### config.mk
export PLATFORM = sky130hd
export DESIGN_NAME = cordic_fixed_sqrt_top
export DESIGN_NICKNAME = d
export VERILOG_FILES = /design/src/sv/csqrt_pkg.sv /design/src/sv/cordic_fixed_sqrt_top.sv /design/src/sv/csqrt_norm.sv /design/src/sv/csqrt_seed.sv /design/src/sv/csqrt_cell.sv /design/src/sv/csqrt_scale.sv
export VERILOG_INCLUDE_DIRS = /design/src /design/src/sv
export SDC_FILE = /design/constraint.sdc
export NUM_CORES = 2
export LEC_CHECK = 0
export BUFFER_PORTS_ARGS = -buffer_cell sky130_fd_sc_hd__buf_4
export CAP_MARGIN = 10
export CORE_UTILIZATION = 45
export CTS_BUF_LIST = sky130_fd_sc_hd__clkbuf_16
export CTS_CLUSTER_DIAMETER = 200
export CTS_CLUSTER_SIZE = 28
export DETAILED_ROUTE_END_ITERATION = 10
export SLEW_MARGIN = 10
export SYNTH_ARGS = -nofsm -noshare
export SYNTH_HDL_FRONTEND = slang
export SYNTH_HIERARCHICAL = 1
export SYNTH_SLANG_ARGS = --single-unit
export TNS_END_PERCENT = 30
### constraint.sdc
create_clock -name i_clk -period 4.9 [get_ports i_clk]
set_clock_uncertainty 0.1 [all_clocks]
set_input_delay 0.49 -clock i_clk [delete_from_list [all_inputs] [get_ports i_clk]]
set_output_delay 0.49 -clock i_clk [all_outputs]
set_load 0.05 [all_outputs]
### src/sv/assert_macros.svh
// Assertion macros shared by the RTL of the fixed-point square root block.
// No dependencies; defining NO_ASSERTIONS turns every macro into nothing.
`ifndef ASSERT_MACROS_SVH
`define ASSERT_MACROS_SVH
`ifndef NO_ASSERTIONS
// Same-cycle implication, disabled while reset is held.
`define ASSERT_IMPL(label, clk, rst_n, ante, cons, msg) \
    label: assert property (@(posedge clk) disable iff (!rst_n) (ante) |-> (cons)) \
        else $error(msg);
// Next-cycle implication, disabled while reset is held.
`define ASSERT_NEXT(label, clk, rst_n, ante, cons, msg) \
    label: assert property (@(posedge clk) disable iff (!rst_n) (ante) |=> (cons)) \
        else $error(msg);
`else
`define ASSERT_IMPL(label, clk, rst_n, ante, cons, msg)
`define ASSERT_NEXT(label, clk, rst_n, ante, cons, msg)
`endif
`endif

### src/sv/csqrt_pkg.sv
// Shared widths, constants and stage payload types of the square root pipeline.
// No dependencies.
package csqrt_pkg;

    localparam int RAD_W     = 31;
    localparam int ROOT_W    = 22;
    localparam int DATA_W    = 30;
    localparam int H_W       = 5;
    localparam int ROT_COUNT = 7;

    localparam logic [ROOT_W-1:0]       ROOT_MAX    = {ROOT_W{1'b1}};
    localparam logic [DATA_W-1:0]       SEED_OFFSET = 30'h05D50AD;
    localparam logic [DATA_W-1:0]       SEED_SPAN   = SEED_OFFSET << 1;
    localparam logic signed [H_W-1:0]   H_MIN       = -5'sd11;
    localparam logic signed [H_W-1:0]   H_MAX       = 5'sd3;
    localparam logic signed [H_W-1:0]   SCALE_BASE  = 5'sd6;

    // Shift of each hyperbolic vectoring rotation; the fourth shift is repeated.
    function automatic int rot_shift(input int k);
        int s;
        case (k)
            0:       s = 1;
            1:       s = 2;
            2:       s = 3;
            3:       s = 4;
            4:       s = 4;
            5:       s = 5;
            default: s = 6;
        endcase
        return s;
    endfunction

    // Payload after the leading-zero stage.
    typedef struct packed {
        logic                  zero;
        logic signed [H_W-1:0] h;
        logic [RAD_W-1:0]      r;
    } t_norm_data;

    // Payload carried through the rotation cells.
    typedef struct packed {
        logic                     zero;
        logic signed [H_W-1:0]    h;
        logic signed [DATA_W-1:0] x;
        logic signed [DATA_W-1:0] y;
    } t_rot_data;

endpackage

### src/sv/cordic_fixed_sqrt_top.sv
// Top level of the 19.12 fixed-point square root: front stages, rotation chain, output.
// Depends on csqrt_pkg, csqrt_norm, csqrt_seed, csqrt_cell, csqrt_scale, assert_macros.svh.
//
//   channel   direction  handshake                  payload
//   input     in         i_in_valid / o_in_ready    i_radicand [30:0]
//   output    out        o_out_valid / i_out_ready  o_root [21:0]
//
// A new transaction is accepted every cycle unless the output holds the chain; the path
// runs through the leading-zero stage, seed stage, seven rotation cells and output register.
// Each stage holds one transaction and moves on when the next stage is empty or
// moving, so bubbles close up while the output waits.
// Reset clears every stage valid bit; payload registers are not reset.
`include "assert_macros.svh"
module cordic_fixed_sqrt_top (
    input  logic                         i_clk,
    input  logic                         i_rst_n,
    input  logic                         i_in_valid,
    output logic                         o_in_ready,
    input  logic [csqrt_pkg::RAD_W-1:0]  i_radicand,
    output logic                         o_out_valid,
    input  logic                         i_out_ready,
    output logic [csqrt_pkg::ROOT_W-1:0] o_root
);
    import csqrt_pkg::*;

    logic       w_norm_valid;
    t_norm_data w_norm_data;
    logic       w_seed_ready;

    logic       w_rot_valid [ROT_COUNT+1];
    t_rot_data  w_rot_data  [ROT_COUNT+1];
    logic       w_rot_ready [ROT_COUNT+1];

    // Leading-zero count and half exponent.
    csqrt_norm u_norm (
        .i_clk         (i_clk),
        .i_rst_n       (i_rst_n),
        .i_up_valid    (i_in_valid),
        .i_up_radicand (i_radicand),
        .o_up_ready    (o_in_ready),
        .o_dn_valid    (w_norm_valid),
        .o_dn_data     (w_norm_data),
        .i_dn_ready    (w_seed_ready)
    );

    // Normalizing shift and CORDIC seed.
    csqrt_seed u_seed (
        .i_clk      (i_clk),
        .i_rst_n    (i_rst_n),
        .i_up_valid (w_norm_valid),
        .i_up_data  (w_norm_data),
        .o_up_ready (w_seed_ready),
        .o_dn_valid (w_rot_valid[0]),
        .o_dn_data  (w_rot_data[0]),
        .i_dn_ready (w_rot_ready[0])
    );

    // Chain of rotation cells.
    for (genvar k = 0; k < ROT_COUNT; k++) begin : g_cell
        csqrt_cell #(
            .P_SHIFT (rot_shift(k))
        ) u_cell (
            .i_clk      (i_clk),
            .i_rst_n    (i_rst_n),
            .i_up_valid (w_rot_valid[k]),
            .i_up_data  (w_rot_data[k]),
            .o_up_ready (w_rot_ready[k]),
            .o_dn_valid (w_rot_valid[k+1]),
            .o_dn_data  (w_rot_data[k+1]),
            .i_dn_ready (w_rot_ready[k+1])
        );
    end

    // Rescale, clamp and output register.
    csqrt_scale u_scale (
        .i_clk      (i_clk),
        .i_rst_n    (i_rst_n),
        .i_up_valid (w_rot_valid[ROT_COUNT]),
        .i_up_data  (w_rot_data[ROT_COUNT]),
        .o_up_ready (w_rot_ready[ROT_COUNT]),
        .o_dn_valid (o_out_valid),
        .o_dn_root  (o_root),
        .i_dn_ready (i_out_ready)
    );

    // A drained output lets the whole chain move, so the front must accept.
    `ASSERT_IMPL(a_front_ready, i_clk, i_rst_n, !o_out_valid || i_out_ready, o_in_ready, "front stalled with output free")
    // Half exponent of a nonzero radicand stays within -11 to 3.
    `ASSERT_IMPL(a_h_range, i_clk, i_rst_n, w_norm_valid && !w_norm_data.zero, (w_norm_data.h >= H_MIN) && (w_norm_data.h <= H_MAX), "half exponent out of range")
    // Seeded x and y differ by twice the seed offset.
    `ASSERT_IMPL(a_seed_span, i_clk, i_rst_n, w_rot_valid[0], DATA_W'(w_rot_data[0].x - w_rot_data[0].y) == SEED_SPAN, "bad CORDIC seed")
    // A zero radicand leaving the chain comes out as a zero root.
    `ASSERT_NEXT(a_zero_root, i_clk, i_rst_n, w_rot_valid[ROT_COUNT] && w_rot_data[ROT_COUNT].zero && w_rot_ready[ROT_COUNT], o_out_valid && (o_root == '0), "zero radicand gave nonzero root")

endmodule

### src/sv/csqrt_norm.sv
// Front stage: leading-zero count of the radicand and the half exponent h.
// Depends on csqrt_pkg.
module csqrt_norm (
    input  logic                    i_clk,
    input  logic                    i_rst_n,
    input  logic                    i_up_valid,
    input  logic [csqrt_pkg::RAD_W-1:0] i_up_radicand,
    output logic                    o_up_ready,
    output logic                    o_dn_valid,
    output csqrt_pkg::t_norm_data   o_dn_data,
    input  logic                    i_dn_ready
);
    import csqrt_pkg::*;

    // Leading zeros of one nibble, 0 to 4.
    function automatic logic [2:0] nib_lz(input logic [3:0] n);
        logic [2:0] z;
        unique case (n)
            4'b0000:                            z = 3'd4;
            4'b0001:                            z = 3'd3;
            4'b0010, 4'b0011:                   z = 3'd2;
            4'b0100, 4'b0101, 4'b0110, 4'b0111: z = 3'd1;
            default:                            z = 3'd0;
        endcase
        return z;
    endfunction

    // Leading zeros of a 32-bit word: per-nibble counts, then the first nonzero nibble.
    function automatic logic [5:0] lzc32(input logic [31:0] w);
        logic [5:0] n;
        logic       found;
        n     = 6'd32;
        found = 1'b0;
        for (int i = 7; i >= 0; i--) begin
            if (!found && (w[4*i +: 4] != 4'b0000)) begin
                n     = 6'(4 * (7 - i)) + 6'(nib_lz(w[4*i +: 4]));
                found = 1'b1;
            end
        end
        return n;
    endfunction

    logic              r_valid;
    t_norm_data        r_data;
    t_norm_data        n_data;
    logic [5:0]        w_lz;
    logic signed [6:0] w_b;
    logic signed [6:0] w_h;

    // b = 8 - L; h is floor(b/2), plus one when b is negative.
    always_comb begin
        w_lz = lzc32({1'b0, i_up_radicand});
        w_b  = 7'sd8 - $signed({1'b0, w_lz});
        w_h  = (w_b >>> 1) + $signed({6'd0, w_b[6]});
        n_data.zero = (i_up_radicand == '0);
        n_data.h    = w_h[H_W-1:0];
        n_data.r    = i_up_radicand;
    end

    assign o_up_ready = !r_valid || i_dn_ready;

    // Stage valid bit.
    always_ff @(posedge i_clk) begin
        if (!i_rst_n) begin
            r_valid <= 1'b0;
        end else if (o_up_ready) begin
            r_valid <= i_up_valid;
        end
    end

    // Stage payload.
    always_ff @(posedge i_clk) begin
        if (o_up_ready && i_up_valid) begin
            r_data <= n_data;
        end
    end

    assign o_dn_valid = r_valid;
    assign o_dn_data  = r_data;

endmodule

### src/sv/csqrt_seed.sv
// Seed stage: even normalizing shift of the radicand and the CORDIC start values.
// Depends on csqrt_pkg.
module csqrt_seed (
    input  logic                  i_clk,
    input  logic                  i_rst_n,
    input  logic                  i_up_valid,
    input  csqrt_pkg::t_norm_data i_up_data,
    output logic                  o_up_ready,
    output logic                  o_dn_valid,
    output csqrt_pkg::t_rot_data  o_dn_data,
    input  logic                  i_dn_ready
);
    import csqrt_pkg::*;

    // The normalized operand always stays below 2^25.
    localparam int V_W = 25;

    logic              r_valid;
    t_rot_data         r_data;
    t_rot_data         n_data;
    logic [H_W-1:0]    w_neg_h;
    logic [H_W:0]      w_sh_l;
    logic [H_W:0]      w_sh_r;
    logic [V_W-1:0]    w_v;

    // Shift right by 2h for h >= 0, left by -2h otherwise, then seed x and y.
    always_comb begin
        w_neg_h = H_W'(-i_up_data.h);
        w_sh_l  = {w_neg_h, 1'b0};
        w_sh_r  = {i_up_data.h, 1'b0};
        if (i_up_data.h[H_W-1]) begin
            w_v = i_up_data.r[V_W-1:0] << w_sh_l;
        end else begin
            w_v = V_W'(i_up_data.r >> w_sh_r);
        end
        n_data.zero = i_up_data.zero;
        n_data.h    = i_up_data.h;
        n_data.x    = $signed(DATA_W'(w_v) + SEED_OFFSET);
        n_data.y    = $signed(DATA_W'(w_v) - SEED_OFFSET);
    end

    assign o_up_ready = !r_valid || i_dn_ready;

    // Stage valid bit.
    always_ff @(posedge i_clk) begin
        if (!i_rst_n) begin
            r_valid <= 1'b0;
        end else if (o_up_ready) begin
            r_valid <= i_up_valid;
        end
    end

    // Stage payload.
    always_ff @(posedge i_clk) begin
        if (o_up_ready && i_up_valid) begin
            r_data <= n_data;
        end
    end

    assign o_dn_valid = r_valid;
    assign o_dn_data  = r_data;

endmodule

### src/sv/csqrt_cell.sv
// One hyperbolic vectoring rotation cell of the CORDIC chain, one register stage.
// Depends on csqrt_pkg.
module csqrt_cell #(
    parameter int P_SHIFT = 1
) (
    input  logic                 i_clk,
    input  logic                 i_rst_n,
    input  logic                 i_up_valid,
    input  csqrt_pkg::t_rot_data i_up_data,
    output logic                 o_up_ready,
    output logic                 o_dn_valid,
    output csqrt_pkg::t_rot_data o_dn_data,
    input  logic                 i_dn_ready
);
    import csqrt_pkg::*;

    logic      r_valid;
    t_rot_data r_data;
    t_rot_data n_data;

    // Drive y toward zero; both updates use the incoming x and y.
    always_comb begin
        n_data.zero = i_up_data.zero;
        n_data.h    = i_up_data.h;
        if (!i_up_data.y[DATA_W-1]) begin
            n_data.x = i_up_data.x - (i_up_data.y >>> P_SHIFT);
            n_data.y = i_up_data.y - (i_up_data.x >>> P_SHIFT);
        end else begin
            n_data.x = i_up_data.x + (i_up_data.y >>> P_SHIFT);
            n_data.y = i_up_data.y + (i_up_data.x >>> P_SHIFT);
        end
    end

    assign o_up_ready = !r_valid || i_dn_ready;

    // Cell valid bit.
    always_ff @(posedge i_clk) begin
        if (!i_rst_n) begin
            r_valid <= 1'b0;
        end else if (o_up_ready) begin
            r_valid <= i_up_valid;
        end
    end

    // Cell payload.
    always_ff @(posedge i_clk) begin
        if (o_up_ready && i_up_valid) begin
            r_data <= n_data;
        end
    end

    assign o_dn_valid = r_valid;
    assign o_dn_data  = r_data;

endmodule

### src/sv/csqrt_scale.sv
// Output stage: rescales x by 6 - h, clamps to the root range and holds the result.
// Depends on csqrt_pkg.
module csqrt_scale (
    input  logic                        i_clk,
    input  logic                        i_rst_n,
    input  logic                        i_up_valid,
    input  csqrt_pkg::t_rot_data        i_up_data,
    output logic                        o_up_ready,
    output logic                        o_dn_valid,
    output logic [csqrt_pkg::ROOT_W-1:0] o_dn_root,
    input  logic                        i_dn_ready
);
    import csqrt_pkg::*;

    logic                     r_valid;
    logic [ROOT_W-1:0]        r_root;
    logic [ROOT_W-1:0]        n_root;
    logic signed [H_W-1:0]    w_amt;
    logic signed [DATA_W-1:0] w_res;

    // Arithmetic shift right by 6 - h (3 to 17), then clamp; a zero radicand gives zero.
    always_comb begin
        w_amt = SCALE_BASE - i_up_data.h;
        w_res = i_up_data.x >>> $unsigned(w_amt);
        if (i_up_data.zero || w_res[DATA_W-1]) begin
            n_root = '0;
        end else if (w_res > $signed(DATA_W'(ROOT_MAX))) begin
            n_root = ROOT_MAX;
        end else begin
            n_root = w_res[ROOT_W-1:0];
        end
    end

    assign o_up_ready = !r_valid || i_dn_ready;

    // Output valid bit.
    always_ff @(posedge i_clk) begin
        if (!i_rst_n) begin
            r_valid <= 1'b0;
        end else if (o_up_ready) begin
            r_valid <= i_up_valid;
        end
    end

    // Output result register.
    always_ff @(posedge i_clk) begin
        if (o_up_ready && i_up_valid) begin
            r_root <= n_root;
        end
    end

    assign o_dn_valid = r_valid;
    assign o_dn_root  = r_root;

endmodule
==> impl_metrics.csv <==
group,metric,value,unit
final_layout,area_growth,5.834,%
yosys,syn_inst,5497,
routing,dr_total_vias,41704,
sta,tns,0,ns
yosys,syn_area_per_cell,9.375,sq um
grt,antenna_found_initial,0,
outcome,status,"complete, no violations",
routing,drt_iter0_drc,3125,
sta,fin_ws,0.4426,ns
final_layout,nets,6037,
sta,layout_worst_path_cycle_share,0.9097,
worst_setup_path,cpMaxStageDelayCell,"edfxtp_1",
sta,timing.hold.ws,0.06310,ns
sta,min_period,4.457,ns
final_layout,fin_cells,7024,
grt,grt.total_usage,0.2404,
clock_network,cts_inserted_buffers,23,
sta,setup_viol,0,
power,p_per_area,223.9,nW/um^2
grt,grt_start_max_net_pins,67,
worst_setup_path,path_depth,12,
floorplanning,fp.dieArea,115900,sq um
routing,drc,0,
sta,fmax,224.3,MHz
grt,grt_pass1_wl,226400,um
floorplanning,num_rows,123,
floorplanning,initial_core_util,0.4562,
worst_setup_path,worstRegToRegCells,12,
place,placed_area,53590,sq um
place,gp_congestion,0.9489,
worst_setup_path,max_stage_delay,0.50,ns
yosys,synth_warnings,6,
clock_network,cts_tree,"done",
final_layout,final_util,0.4828,
sta,finalHoldViolCount,0,
place,dp_hpwl,114700,um
clock_network,clkLatencyLatePin,0.64,ns
floorplanning,die_y,340.4,um
clock_network,clockRootBuffer,"clkbuf_16",
worst_setup_path,cpLargestDelayFamily,"compound AO/OA/AOI/OAI gates",
routing,drt-wirelength-per-cell,20.39,um
clock_network,ctsHtreeMaxLevel,1,
floorplanning,coreArea,113000,sq um
place,portBuffers,58,
sta,worst_pin_slew,1.015,ns
sta,rsz0062_at_grt,"false",
routing,drt_pass1_iterations,6,
sta,max-slew-margin-rel,0.3182,
final_layout,layout_common_cells,"551 x a21oi_1, 542 x edfxtp_1, 475 x ha_1",
clock_network,clockBufferDepth,3,
yosys,synth_area,51530,sq um
grt,grt_pass1_vias,40036,
worst_setup_path,startpoint_type,"register",
worst_setup_path,cp_common_cell,"o21ai_0",
grt,grt_overflow,0,
worst_setup_path,crit_required,5.19,ns
clock_network,clk_pin_slew_worst_paths,0.12,ns
power,power,12.21,mW
clock_network,clkSinkCount,552,
routing,final_antenna_net_count,0,
final_layout,final_common_cell,"a21oi_1",
final_layout,drive_gt1_frac,0.07912,
final_layout,final_area,54540,sq um
floorplanning,ios,59,
worst_setup_path,crit_chain,"nor4_1 -> nand4_1 -> o41a_1 -> xor2_1 -> ha_1 -> a21oi_1 -> o21ai_0 -> a221oi_1 -> o21ai_0 -> a211oi_1 -> o21ai_0 -> xor2_1",
min_path,hold_depth,2,
routing,routed_wl,143200,um
min_path,hp-class,"in -> reg",
worst_setup_path,worstPathMaxFanout,5,
floorplanning,die_w,340.4,um
sta,final_max_slew_viol_count,0,
power,ir_worst_vdd,278.7,uV
worst_setup_path,critPathCaptureType,"register",
run,cap_violations,0,
worst_setup_path,path_buf_inv,0,
place,dp.cells,6957,
power,p_leak,21.10,nW
routing,avgViaCountPerCell,5.937,
worst_setup_path,cp.arrival,4.74,ns
worst_setup_path,worst-setup-path-type,"reg -> reg",
place,place_worst_setup_slack,0.3612,ns
-- sequential cells by signal (all words and copies together), names as in the netlist --
| register | flops |
|---|---|
| u_seed/o_dn_data | 57 |
| g_cell.u_cell/o_dn_data | 426 |
| u_norm/o_dn_valid | 1 |
| u_scale/o_dn_root | 22 |
| u_norm/o_dn_data | 37 |
| u_seed/o_dn_valid | 1 |
| g_cell.u_cell/o_dn_valid | 7 |
| u_scale/o_dn_valid | 1 |
-- worst reg2reg max path, delay by kind of cell (launching register included) --
family	cells	cell delay [ns]
and+or+nand+nor	2	0.96
xor gates and xnor gates	2	0.32
AOI/OAI and AO/OA	7	2.00
DFF	1	0.50
adders and majority gates	1	0.35
-- power by group --
group	internal (mW)	switching [mW]	total, mW
Clock	0.867	1.53	2.40
Sequential	5.50	0.224	5.72
Combinational	1.67	2.42	4.09
Total	8.04	4.18	12.2
-- routing by layer --
| metal | track usage | wire [um] | vias up |
|---|---|---|---|
| li1 | - | - | 20488 |
| met1 | 0.3406 | 67410 | 20094 |
| met2 | 0.4057 | 67660 | 993 |
| met3 | 0.01553 | 5826 | 129 |
| met4 | 0.04344 | 2296 | 0 |
| met5 | 0 | 0 | - |
-- area by class of cell --
cell class	count	area, sq um
antenna	1	2.502
clock buffer	23	575.6
clock inverter	11	51.30
fill	10790	58420
inverter	191	716.9
multi-input combinational	4580	33490
sequential	552	16480
tap	1500	1877
timing repair buffer	166	1351
-- worst paths after layout --
path	to	start	slack, ns
hold reg to reg	g_cell[3].u_cell/o_dn_data[60]	g_cell[2].u_cell/o_dn_data[60]	0.33
hold / removal	u_scale/o_dn_valid	i_rst_n	0.06
setup / recovery	g_cell[0].u_cell/o_dn_data[28]	u_seed/o_dn_data[40]	0.44
setup reg to reg	g_cell[0].u_cell/o_dn_data[28]	u_seed/o_dn_data[40]	0.44
-- repair_timing --
item,in CTS,in global routing
setup endpoints to repair,0,2
hold endpoints to repair,32,0
gates resized for setup,0,2
hold buffers,32,0
buffers inserted,0,0
No activity file was read; power rests on OpenSTA's default activity.
